**src/hdl/smallest_word_tracker_defines.svh**
```systemverilog
// Assertion shorthands for the smallest word tracker.
// Both sample on clk and are off while rst_n is low.
`ifndef SMALLEST_WORD_TRACKER_DEFINES_SVH
`define SMALLEST_WORD_TRACKER_DEFINES_SVH

// Same-cycle implication.
`define SWT_ASSERT_IMP(label, ante, cons) \
    label: assert property (@(posedge clk) disable iff (!rst_n) (ante) |-> (cons)) \
        else $error("smallest_word_tracker: check failed");

// Next-cycle implication.
`define SWT_ASSERT_NXT(label, ante, cons) \
    label: assert property (@(posedge clk) disable iff (!rst_n) (ante) |=> (cons)) \
        else $error("smallest_word_tracker: check failed");

`endif

```
**src/hdl/swt_pkg.sv**
```systemverilog
package swt_pkg;

    // Longest word kept; longer words are cut to this many bytes.
    localparam int MAX_WORD = 32;
    localparam int DEPTH    = 2 * MAX_WORD;
    localparam int LEN_W    = $clog2(MAX_WORD + 1);
    localparam int ADDR_W   = $clog2(DEPTH);

    localparam logic [1:0] VERDICT_EQUAL   = 2'd0;
    localparam logic [1:0] VERDICT_LESS    = 2'd1;
    localparam logic [1:0] VERDICT_GREATER = 2'd2;

    localparam logic [7:0] CH_TAB      = 8'h09;
    localparam logic [7:0] CH_LF       = 8'h0A;
    localparam logic [7:0] CH_CR       = 8'h0D;
    localparam logic [7:0] CH_SPACE    = 8'h20;
    localparam logic [7:0] CH_BANG     = 8'h21;
    localparam logic [7:0] CH_DQUOTE   = 8'h22;
    localparam logic [7:0] CH_SQUOTE   = 8'h27;
    localparam logic [7:0] CH_COMMA    = 8'h2C;
    localparam logic [7:0] CH_PERIOD   = 8'h2E;
    localparam logic [7:0] CH_SEMI     = 8'h3B;
    localparam logic [7:0] CH_QUESTION = 8'h3F;

    typedef struct packed {
        logic [7:0] text_byte;
        logic       end_of_text;
    } in_word_t;

    typedef struct packed {
        logic [7:0] word_byte;
        logic       word_last;
        logic       no_word;
        logic       truncated;
    } out_word_t;

    typedef struct packed {
        logic             bank;
        logic [LEN_W-1:0] length;
        logic             valid;
        logic             cut;
    } best_info_t;

    typedef struct packed {
        logic       start;
        best_info_t best;
    } emit_req_t;

    function automatic logic is_divider(logic [7:0] b);
        return b inside {CH_SPACE, CH_TAB, CH_LF, CH_CR, CH_PERIOD, CH_QUESTION,
                         CH_BANG, CH_DQUOTE, CH_SEMI, CH_SQUOTE, CH_COMMA};
    endfunction

    // Bank 0 holds entries 0..MAX_WORD-1, bank 1 the rest.
    function automatic logic [ADDR_W-1:0] mem_addr(logic bank, logic [LEN_W-1:0] pos);
        return ({ADDR_W{bank}} & ADDR_W'(MAX_WORD)) + ADDR_W'(pos);
    endfunction

endpackage

```
**src/hdl/swt_ram.sv**
```systemverilog
module swt_ram #(
    parameter int WIDTH = 8,
    parameter int DEPTH = 64
) (
    input  logic                     clk,
    input  logic                     we,
    input  logic [$clog2(DEPTH)-1:0] wr_addr,
    input  logic [WIDTH-1:0]         wr_data,
    input  logic [$clog2(DEPTH)-1:0] rd_addr,
    output logic [WIDTH-1:0]         rd_data
);

    logic [WIDTH-1:0] mem [DEPTH];

    always_ff @(posedge clk)
    begin
        if (we)
        begin
            mem[wr_addr] <= wr_data;
        end
        rd_data <= mem[rd_addr];
    end

endmodule

```
**src/hdl/swt_scan.sv**
```systemverilog
module swt_scan import swt_pkg::*; (
    input  logic              clk,
    input  logic              rst_n,
    input  logic              accept,
    input  in_word_t          text,
    input  logic [7:0]        rd_data,
    output logic              we,
    output logic [ADDR_W-1:0] wr_addr,
    output logic [7:0]        wr_data,
    output logic [ADDR_W-1:0] rd_addr,
    output emit_req_t         emit_req,
    output logic              hold
);

    typedef struct packed {
        logic             bank;
        logic [LEN_W-1:0] best_len;
        logic             best_valid;
        logic             best_cut;
        logic [LEN_W-1:0] cur_len;
        logic             cur_cut;
        logic             in_word;
        logic [1:0]       verdict;
    } track_t;

    function automatic track_t track_clear();
        track_t r;
        r = '0;
        r.verdict = VERDICT_EQUAL;
        return r;
    endfunction

    function automatic track_t close_word(track_t t);
        track_t r;
        logic   take;
        r = t;
        take = 1'b0;
        if (t.in_word)
        begin
            if (!t.best_valid || t.verdict == VERDICT_LESS)
            begin
                take = 1'b1;
            end
            else if (t.verdict == VERDICT_EQUAL)
            begin
                if (t.cur_len < t.best_len)
                begin
                    take = 1'b1;
                end
                else if (t.cur_len == t.best_len && !t.cur_cut && t.best_cut)
                begin
                    take = 1'b1;
                end
            end
            if (take)
            begin
                r.bank       = ~t.bank;
                r.best_len   = t.cur_len;
                r.best_cut   = t.cur_cut;
                r.best_valid = 1'b1;
            end
            r.in_word = 1'b0;
            r.cur_len = '0;
            r.cur_cut = 1'b0;
            r.verdict = VERDICT_EQUAL;
        end
        return r;
    endfunction

    function automatic track_t take_byte(track_t t, logic [7:0] b, logic [7:0] ref_byte);
        track_t r;
        r = t;
        if (!t.in_word)
        begin
            r.in_word = 1'b1;
            r.cur_len = '0;
            r.cur_cut = 1'b0;
            r.verdict = VERDICT_EQUAL;
        end
        if (r.cur_len < LEN_W'(MAX_WORD))
        begin
            if (r.best_valid && r.verdict == VERDICT_EQUAL)
            begin
                if (r.cur_len >= r.best_len)
                begin
                    r.verdict = VERDICT_GREATER;
                end
                else if (b < ref_byte)
                begin
                    r.verdict = VERDICT_LESS;
                end
                else if (b > ref_byte)
                begin
                    r.verdict = VERDICT_GREATER;
                end
            end
            r.cur_len = LEN_W'(r.cur_len + LEN_W'(1));
        end
        else
        begin
            // cut word: if still equal so far, it loses; against an equally cut best it ties and the best is kept
            r.cur_cut = 1'b1;
            if (r.best_valid && r.verdict == VERDICT_EQUAL &&
                (r.best_len < LEN_W'(MAX_WORD) || !r.best_cut))
            begin
                r.verdict = VERDICT_GREATER;
            end
        end
        return r;
    endfunction

    logic             s1_valid_reg;
    in_word_t         s1_word_reg;
    track_t           track_reg;
    track_t           track_next;
    logic [LEN_W-1:0] pos;
    logic             pos_in_store;

    // Stage 1: the word accepted last cycle meets the store byte read for it.
    always_comb
    begin
        track_next = track_reg;
        emit_req   = '0;
        if (s1_valid_reg)
        begin
            if (is_divider(s1_word_reg.text_byte))
            begin
                track_next = close_word(track_next);
            end
            else
            begin
                track_next = take_byte(track_next, s1_word_reg.text_byte, rd_data);
            end
            if (s1_word_reg.end_of_text)
            begin
                track_next          = close_word(track_next);
                emit_req.start      = 1'b1;
                emit_req.best.bank  = track_next.bank;
                emit_req.best.length = track_next.best_len;
                emit_req.best.valid = track_next.best_valid;
                emit_req.best.cut   = track_next.best_cut;
                track_next          = track_clear();
            end
        end
    end

    // Stage 0: addresses come from the state after stage 1, so no bubble.
    assign pos          = track_next.in_word ? track_next.cur_len : '0;
    assign pos_in_store = pos < LEN_W'(MAX_WORD);
    assign we           = accept && !is_divider(text.text_byte) && pos_in_store;
    assign wr_addr      = mem_addr(~track_next.bank, pos);
    assign wr_data      = text.text_byte;
    assign rd_addr      = mem_addr(track_next.bank, pos_in_store ? pos : '0);
    assign hold         = s1_valid_reg && s1_word_reg.end_of_text;

    always_ff @(posedge clk or negedge rst_n)
    begin
        if (!rst_n)
        begin
            s1_valid_reg <= 1'b0;
            track_reg    <= track_clear();
        end
        else
        begin
            s1_valid_reg <= accept;
            track_reg    <= track_next;
        end
    end

    always_ff @(posedge clk)
    begin
        if (accept)
        begin
            s1_word_reg <= text;
        end
    end

endmodule

```
**src/hdl/swt_emit.sv**
```systemverilog
module swt_emit import swt_pkg::*; (
    input  logic              clk,
    input  logic              rst_n,
    input  emit_req_t         emit_req,
    input  logic [7:0]        rd_data,
    output logic [ADDR_W-1:0] rd_addr,
    output logic              busy,
    output logic              result_valid,
    input  logic              result_stall,
    output out_word_t         result
);

    logic             busy_reg;
    logic [LEN_W-1:0] k_reg;
    best_info_t       info_reg;
    logic             infl_reg;
    logic             infl_last_reg;
    logic             infl_empty_reg;
    out_word_t        fifo_reg [2];
    logic             wr_ptr_reg;
    logic             rd_ptr_reg;
    logic [1:0]       count_reg;

    logic       pop;
    logic       issue;
    logic       issue_last;
    logic       empty_case;
    logic [1:0] occ;
    out_word_t  entry;

    assign pop        = (count_reg != 2'd0) && !result_stall;
    assign occ        = count_reg + {1'b0, infl_reg} - {1'b0, pop};
    // two slots: one read in flight plus what is queued must fit
    assign issue      = busy_reg && (occ < 2'd2);
    assign empty_case = !info_reg.valid || (info_reg.length == '0);
    assign issue_last = empty_case || (LEN_W'(k_reg + LEN_W'(1)) == info_reg.length);
    assign rd_addr    = mem_addr(info_reg.bank, k_reg);
    assign busy       = busy_reg;

    always_comb
    begin
        entry.word_byte = infl_empty_reg ? 8'h00 : rd_data;
        entry.word_last = infl_last_reg;
        entry.no_word   = infl_empty_reg;
        entry.truncated = infl_empty_reg ? 1'b0 : info_reg.cut;
    end

    assign result_valid = count_reg != 2'd0;
    assign result       = fifo_reg[rd_ptr_reg];

    always_ff @(posedge clk or negedge rst_n)
    begin
        if (!rst_n)
        begin
            busy_reg   <= 1'b0;
            k_reg      <= '0;
            infl_reg   <= 1'b0;
            wr_ptr_reg <= 1'b0;
            rd_ptr_reg <= 1'b0;
            count_reg  <= 2'd0;
        end
        else
        begin
            if (emit_req.start)
            begin
                busy_reg <= 1'b1;
                k_reg    <= '0;
            end
            else if (issue)
            begin
                k_reg <= LEN_W'(k_reg + LEN_W'(1));
                if (issue_last)
                begin
                    busy_reg <= 1'b0;
                end
            end
            infl_reg <= issue;
            if (infl_reg)
            begin
                wr_ptr_reg <= ~wr_ptr_reg;
            end
            if (pop)
            begin
                rd_ptr_reg <= ~rd_ptr_reg;
            end
            count_reg <= count_reg + {1'b0, infl_reg} - {1'b0, pop};
        end
    end

    always_ff @(posedge clk)
    begin
        if (emit_req.start)
        begin
            info_reg <= emit_req.best;
        end
        infl_last_reg  <= issue_last;
        infl_empty_reg <= empty_case;
        if (infl_reg)
        begin
            fifo_reg[wr_ptr_reg] <= entry;
        end
    end

endmodule

```
**src/hdl/smallest_word_tracker.sv**
```systemverilog
// Smallest word tracker.
// Text channel: text_valid / text_stall / text carry one byte per word, with
// end_of_text on the final byte. Bytes are taken one per cycle while text_stall is low,
// each compared in the cycle after it is taken. Each costs one read of the best-word
// bank and, if a kept word byte, one write into the other bank of a single 64-entry store.
// Result channel: result_valid / result_stall / result carry the smallest word,
// one byte per word, word_last on the last; an empty text gives one word with
// no_word set. truncated marks a word that was cut to MAX_WORD bytes.
// A taken end_of_text reaches scan stage 1, which starts the output run; each store
// read of the run fills the output queue, which offers results one per cycle while
// result_stall is low. The store read port serves the output run, so text_stall is
// high from the cycle after end_of_text until the last byte of the run has been read.
// A 2-word output queue holds results while result_stall is high; reads pause
// until it has room, and nothing is dropped.
// Reset clears all tracking; the store is not cleared, since only bytes of the
// best word, always written before, are ever used from it.
`include "smallest_word_tracker_defines.svh"

module smallest_word_tracker import swt_pkg::*; (
    input  logic      clk,
    input  logic      rst_n,
    input  logic      text_valid,
    output logic      text_stall,
    input  in_word_t  text,
    output logic      result_valid,
    input  logic      result_stall,
    output out_word_t result
);

    logic              text_accept;
    logic              scan_hold;
    logic              emit_busy;
    emit_req_t         emit_req;
    logic              ram_we;
    logic [ADDR_W-1:0] ram_wr_addr;
    logic [7:0]        ram_wr_data;
    logic [ADDR_W-1:0] scan_rd_addr;
    logic [ADDR_W-1:0] emit_rd_addr;
    logic [ADDR_W-1:0] ram_rd_addr;
    logic [7:0]        ram_rd_data;

    assign text_stall  = scan_hold || emit_busy;
    assign text_accept = text_valid && !text_stall;
    assign ram_rd_addr = emit_busy ? emit_rd_addr : scan_rd_addr;

    swt_ram #(
        .WIDTH (8),
        .DEPTH (DEPTH)
    ) u_store (
        .clk     (clk),
        .we      (ram_we),
        .wr_addr (ram_wr_addr),
        .wr_data (ram_wr_data),
        .rd_addr (ram_rd_addr),
        .rd_data (ram_rd_data)
    );

    swt_scan u_scan (
        .clk      (clk),
        .rst_n    (rst_n),
        .accept   (text_accept),
        .text     (text),
        .rd_data  (ram_rd_data),
        .we       (ram_we),
        .wr_addr  (ram_wr_addr),
        .wr_data  (ram_wr_data),
        .rd_addr  (scan_rd_addr),
        .emit_req (emit_req),
        .hold     (scan_hold)
    );

    swt_emit u_emit (
        .clk          (clk),
        .rst_n        (rst_n),
        .emit_req     (emit_req),
        .rd_data      (ram_rd_data),
        .rd_addr      (emit_rd_addr),
        .busy         (emit_busy),
        .result_valid (result_valid),
        .result_stall (result_stall),
        .result       (result)
    );

    // writes go to the other bank than the compare read
    `SWT_ASSERT_IMP(a_bank_split, ram_we, ram_wr_addr != ram_rd_addr)
    // the output run owns the read port
    `SWT_ASSERT_IMP(a_no_write_in_run, emit_busy, !ram_we)
    // end of text starts a run in the next cycle
    `SWT_ASSERT_NXT(a_end_starts_run, text_accept && text.end_of_text, emit_req.start)
    `SWT_ASSERT_IMP(a_empty_is_last, result_valid && result.no_word, result.word_last)

endmodule
```
**config.mk**
```make
export PLATFORM = sky130hd
export DESIGN_NAME = smallest_word_tracker
export DESIGN_NICKNAME = d
export VERILOG_FILES = /design/src/hdl/swt_pkg.sv /design/src/hdl/swt_ram.sv /design/src/hdl/swt_scan.sv /design/src/hdl/swt_emit.sv /design/src/hdl/smallest_word_tracker.sv
export VERILOG_INCLUDE_DIRS = /design/src /design/src/hdl
export SDC_FILE = /design/constraint.sdc
export NUM_CORES = 1
export LEC_CHECK = 0
export BUFFER_PORTS_ARGS = -buffer_cell sky130_fd_sc_hd__buf_2
export CAP_MARGIN = 10
export CORE_MARGIN = 8
export CORE_UTILIZATION = 30
export DETAILED_ROUTE_END_ITERATION = 8
export PLACE_DENSITY = 0.43
export SYNTH_ARGS = -nofsm -noshare
export SYNTH_HDL_FRONTEND = slang
export SYNTH_SLANG_ARGS = --single-unit
```
**constraint.sdc**
```tcl
create_clock -name clk -period 4.84 [get_ports clk]
set_clock_uncertainty 0.15 [all_clocks]
set_input_delay 0.968 -clock clk [delete_from_list [all_inputs] [get_ports clk]]
set_output_delay 0.968 -clock clk [all_outputs]
set_load 0.01 [all_outputs]
```
==> PnR_summary.wiki <==
{| class="wikitable"
! Metric !! Value
|-
| Synthesized instance count || 1767
|-
| Leakage dissipation || 10.4 nW
|-
| Total routing resource utilization after global routing || 0.158
|-
| Leading post-synthesis cells by cell area || sky130_fd_sc_hd__edfxtp_1 (66%), sky130_fd_sc_hd__nand2_1 (3.6%), sky130_fd_sc_hd__mux2i_1 (3.4%)
|-
| Maximum vdd ir drop || 0.249 mV
|-
| Detailed router's first-iteration violation count || 1355
|-
| Clk buf depth || 3
|-
| Number of vias after detailed routing || 15600
|-
| Detailed-router iteration count before antenna repair || 5
|-
| Slew at the pin closest to its max-slew limit || 961 ps
|-
| Clock Latency Late Sink || 620 ps
|-
| Setup CP Type || register to register
|-
| Hold Buf Count CTS || 0
|-
| Post-layout minimum cycle time || 4480 ps
|-
| Final antenna diode count || 0
|-
| Crit path max fanout || 15
|-
| Buffers inserted by post-CTS timing repair || 0
|-
| Total CTS buffers || 68
|-
| Vias in the first global route || 15600
|-
| Share of async-settable or async-resettable flops after synthesis || 0.0539
|-
| Clock tree from TritonCTS || done
|-
| Number of input and output port buffers inserted || 25
|-
| Area overhead of the layout relative to synthesis || 17.5%
|-
| Fin. Hold Viols || 0
|-
| Result of the run || finished clean
|-
| Die span in x || 305 um
|-
| Initial core utilization || 0.302
|-
| Share of synthesized area occupied by flip-flops and latches || 0.701
|-
| Clk pin slew, worst setup/hold paths || 60 ps
|-
| Yosys top cell area share || 0.661
|-
| Library cell occupying the most area in the post-synthesis netlist || sky130_fd_sc_hd__edfxtp_1
|-
| Fmax achieved || 0.223 GHz
|-
| Resize count post-CTS || 0
|-
| Global route total overflow || 0
|-
| DRC Markers || 0
|-
| Average cell area after synthesis || 14.2 um^2
|-
| Setup-violating endpoint count in the final report || 0
|-
| Hold_sp || u_emit.infl_last_reg
|-
| Root Buffer Master || sky130_fd_sc_hd__clkbuf_16
|-
| Primary FF master, synth || sky130_fd_sc_hd__edfxtp_1
|-
| Count of synthesis-stage warnings from yosys || 0
|-
| RePlAce Congestion || 0.838
|-
| Number of H-tree levels || 3
|-
| Most repeated cell in the gate-level netlist after synthesis || sky130_fd_sc_hd__edfxtp_1
|-
| Unrepaired setup endpoints after global routing || no
|-
| Die height || 305 um
|-
| Pwr Density || 517 mW/mm^2
|-
| Non-filler cells in the finished layout || 3061
|-
| Pin count of the biggest net entering global routing || 66
|-
| Combined area of all synthesized cells || 0.0251 mm^2
|-
| Vias/cell || 5.09
|-
| Number of enable-type register cells in the synthesized netlist || 552
|-
| Final max-slew violation count || 0
|-
| Crit path required time || 5000 ps
|-
| Total wire length after detailed routing || 74800 um
|-
| Arrival time reported for the critical path endpoint || 4630 ps
|-
| Crit path capture type || register
|-
| Classification of the worst-slack hold path || register to register
|-
| Number of synthesized register bits || 594
|-
| First-pass GRT wire length || 110000 um
|-
| Fraction of the cycle the final worst path needs || 0.925
|-
| Top-level I/O count || 26
|-
| Number of nets produced by synthesis || 1808
|-
| Initial antenna violation count || 2
|-
| Routed len/inst || 24.4 um
|-
| Number of library cell types mapped by synthesis || 81
|-
| Number of nets in the layout || 1972
|-
| DP Cell Count || 2941
|-
| DIE AREA || 0.0931 mm^2
|-
| Standard-cell rows || 106
|-
| Count of nets left with antenna violations after detail routing || 0
|-
| Share of post-route cells with drive strength above 1 || 0.180
|-
| Largest register FFs || 512
|-
| Origin of the critical flop-to-flop path || u_scan.s1_word_reg[4]
|-
| Most instantiated cells after synthesis || sky130_fd_sc_hd__edfxtp_1 (552), sky130_fd_sc_hd__nand2_1 (241), sky130_fd_sc_hd__nand3_1 (158)
|-
| Number of max-capacitance violations reported || 0
|-
| Worst slew margin relative to its limit || 0.357
|-
| Clk sinks || 594
|-
| Worst setup startpoint || u_scan.s1_word_reg[4]
|-
| Detailed placer's ending HPWL || 49000 um
|-
| Setup total negative slack || 0 ps
|-
| Core Area || 0.0832 mm^2
|-
| Critical path launch point type || register
|}
==> where the power goes <==
part	internal, W	leakage [nW]	total, W	switching, W
clock	0.00275	1.01	0.00482	0.00208
sequential	0.00584	5.49	0.00606	0.000220
combinational	0.00163	3.91	0.00433	0.00271
total	0.0102	10.4	0.0152	0.00500
==> per-stage QoR <==
step,worst slack (ps),total power [W],area [um^2],util,hold slack (ps)
CTS,328,0.0154,29500,0.354,307
detailed placement,338,0.0106,27400,0.330,294
floorplan,685,0.00881,25100,-,254
global route,71.4,0.0159,29500,0.354,321
finish,364,0.0152,29500,0.354,301
global placement,403,0.0106,27400,0.330,292
==> cells in the final DEF, fill, tap and decap left out, types with 7 or more instances in the layout <==
master | netlist | layout
sky130_fd_sc_hd__a21o_1 | 11 | 10
sky130_fd_sc_hd__a21oi_1 | 34 | 33
sky130_fd_sc_hd__a22oi_1 | 24 | 24
sky130_fd_sc_hd__a31o_2 | 8 | 8
sky130_fd_sc_hd__a31oi_1 | 26 | 26
sky130_fd_sc_hd__a32o_1 | 7 | 7
sky130_fd_sc_hd__and2_1 | 10 | 10
sky130_fd_sc_hd__and3_1 | 12 | 12
sky130_fd_sc_hd__buf_2 | 32 | 25
sky130_fd_sc_hd__buf_4 | 13 | 158
sky130_fd_sc_hd__clkbuf_1 | 38 | 15
sky130_fd_sc_hd__clkbuf_16 | 0 | 69
sky130_fd_sc_hd__clkinv_1 | 1 | 16
sky130_fd_sc_hd__clkinv_2 | 0 | 11
sky130_fd_sc_hd__dfrtp_1 | 32 | 32
sky130_fd_sc_hd__dfxtp_1 | 10 | 10
sky130_fd_sc_hd__edfxtp_1 | 552 | 552
sky130_fd_sc_hd__ha_1 | 28 | 28
sky130_fd_sc_hd__inv_1 | 37 | 37
sky130_fd_sc_hd__mux2_2 | 16 | 16
sky130_fd_sc_hd__mux2i_1 | 86 | 86
sky130_fd_sc_hd__mux4_2 | 29 | 29
sky130_fd_sc_hd__nand2_1 | 241 | 241
sky130_fd_sc_hd__nand3_1 | 158 | 158
sky130_fd_sc_hd__nand4_1 | 7 | 7
sky130_fd_sc_hd__nor2_1 | 111 | 111
sky130_fd_sc_hd__nor2b_1 | 12 | 11
sky130_fd_sc_hd__nor3_1 | 15 | 14
sky130_fd_sc_hd__o211a_1 | 7 | 7
sky130_fd_sc_hd__o211ai_1 | 22 | 22
sky130_fd_sc_hd__o21ai_0 | 25 | 25
sky130_fd_sc_hd__o221ai_1 | 21 | 21
sky130_fd_sc_hd__o22ai_1 | 14 | 14
sky130_fd_sc_hd__o31ai_1 | 8 | 8
sky130_fd_sc_hd__xnor2_1 | 16 | 16
sky130_fd_sc_hd__xor2_1 | 8 | 8
==> worst paths after layout <==
path,to,slack (ps),cells past startpoint
min,u_emit.fifo_reg[1][2],300,0
min reg2reg,u_emit.fifo_reg[1][2],300,0
max reg2reg,u_store.mem[48][1],360,13
max in group asynchronous,u_scan.track_reg[10],3650,1
max,u_store.mem[48][1],360,13
min in group asynchronous,u_emit.k_reg[5],310,1
==> per-layer routing <==
metal | track usage | up-vias | share of wire | wire length, um
li1 | - | 7093 | - | -
met1 | 0.218 | 7922 | 0.46 | 34400
met2 | 0.256 | 450 | 0.47 | 34900
met3 | 0.0259 | 105 | 0.049 | 3650
met4 | 0.0419 | 0 | 0.025 | 1850
met5 | 0 | - | 0 | 0
==> logic make-up (layout without fill, tap and decap cells) <==
group                    count (synthesis)  after routing  share of synthesized area
AND/OR/NAND/NOR                        592            592                      0.105
buffers and inverters                  133            347                     0.0247
flip-flops                             594            594                      0.701
AO/OA/AOI/OAI                          263            263                     0.0786
adder cells (fa/ha/maj)                 29             29                     0.0144
XOR/XNOR                                24             24                    0.00838
multiplexers                           132            132                     0.0682
==> cell type report <==
cell class	instances	area, um^2
clock inverter	35	248
sequential	594	17600
inverter	38	143
tap	1080	1350
clock buffer	85	1800
fill	7992	53700
timing repair buffer	189	1430
multi-input combinational	1040	6910
==> worst max-delay path, cell delays in order (launching register included) <==
cell and delay (ps):
sky130_fd_sc_hd__edfxtp_1 490, sky130_fd_sc_hd__nand2b_1 210, sky130_fd_sc_hd__a31oi_1 380, sky130_fd_sc_hd__o221a_4 400, sky130_fd_sc_hd__nand2_2 90, sky130_fd_sc_hd__or2_1 390, sky130_fd_sc_hd__buf_4 230, sky130_fd_sc_hd__nor2_1 210
sky130_fd_sc_hd__mux2i_1 120, sky130_fd_sc_hd__o21a_1 260, sky130_fd_sc_hd__xnor2_1 210, sky130_fd_sc_hd__or3_1 520, sky130_fd_sc_hd__nor2_1 320, sky130_fd_sc_hd__buf_4 210
(Power assumes the default switching activity.)
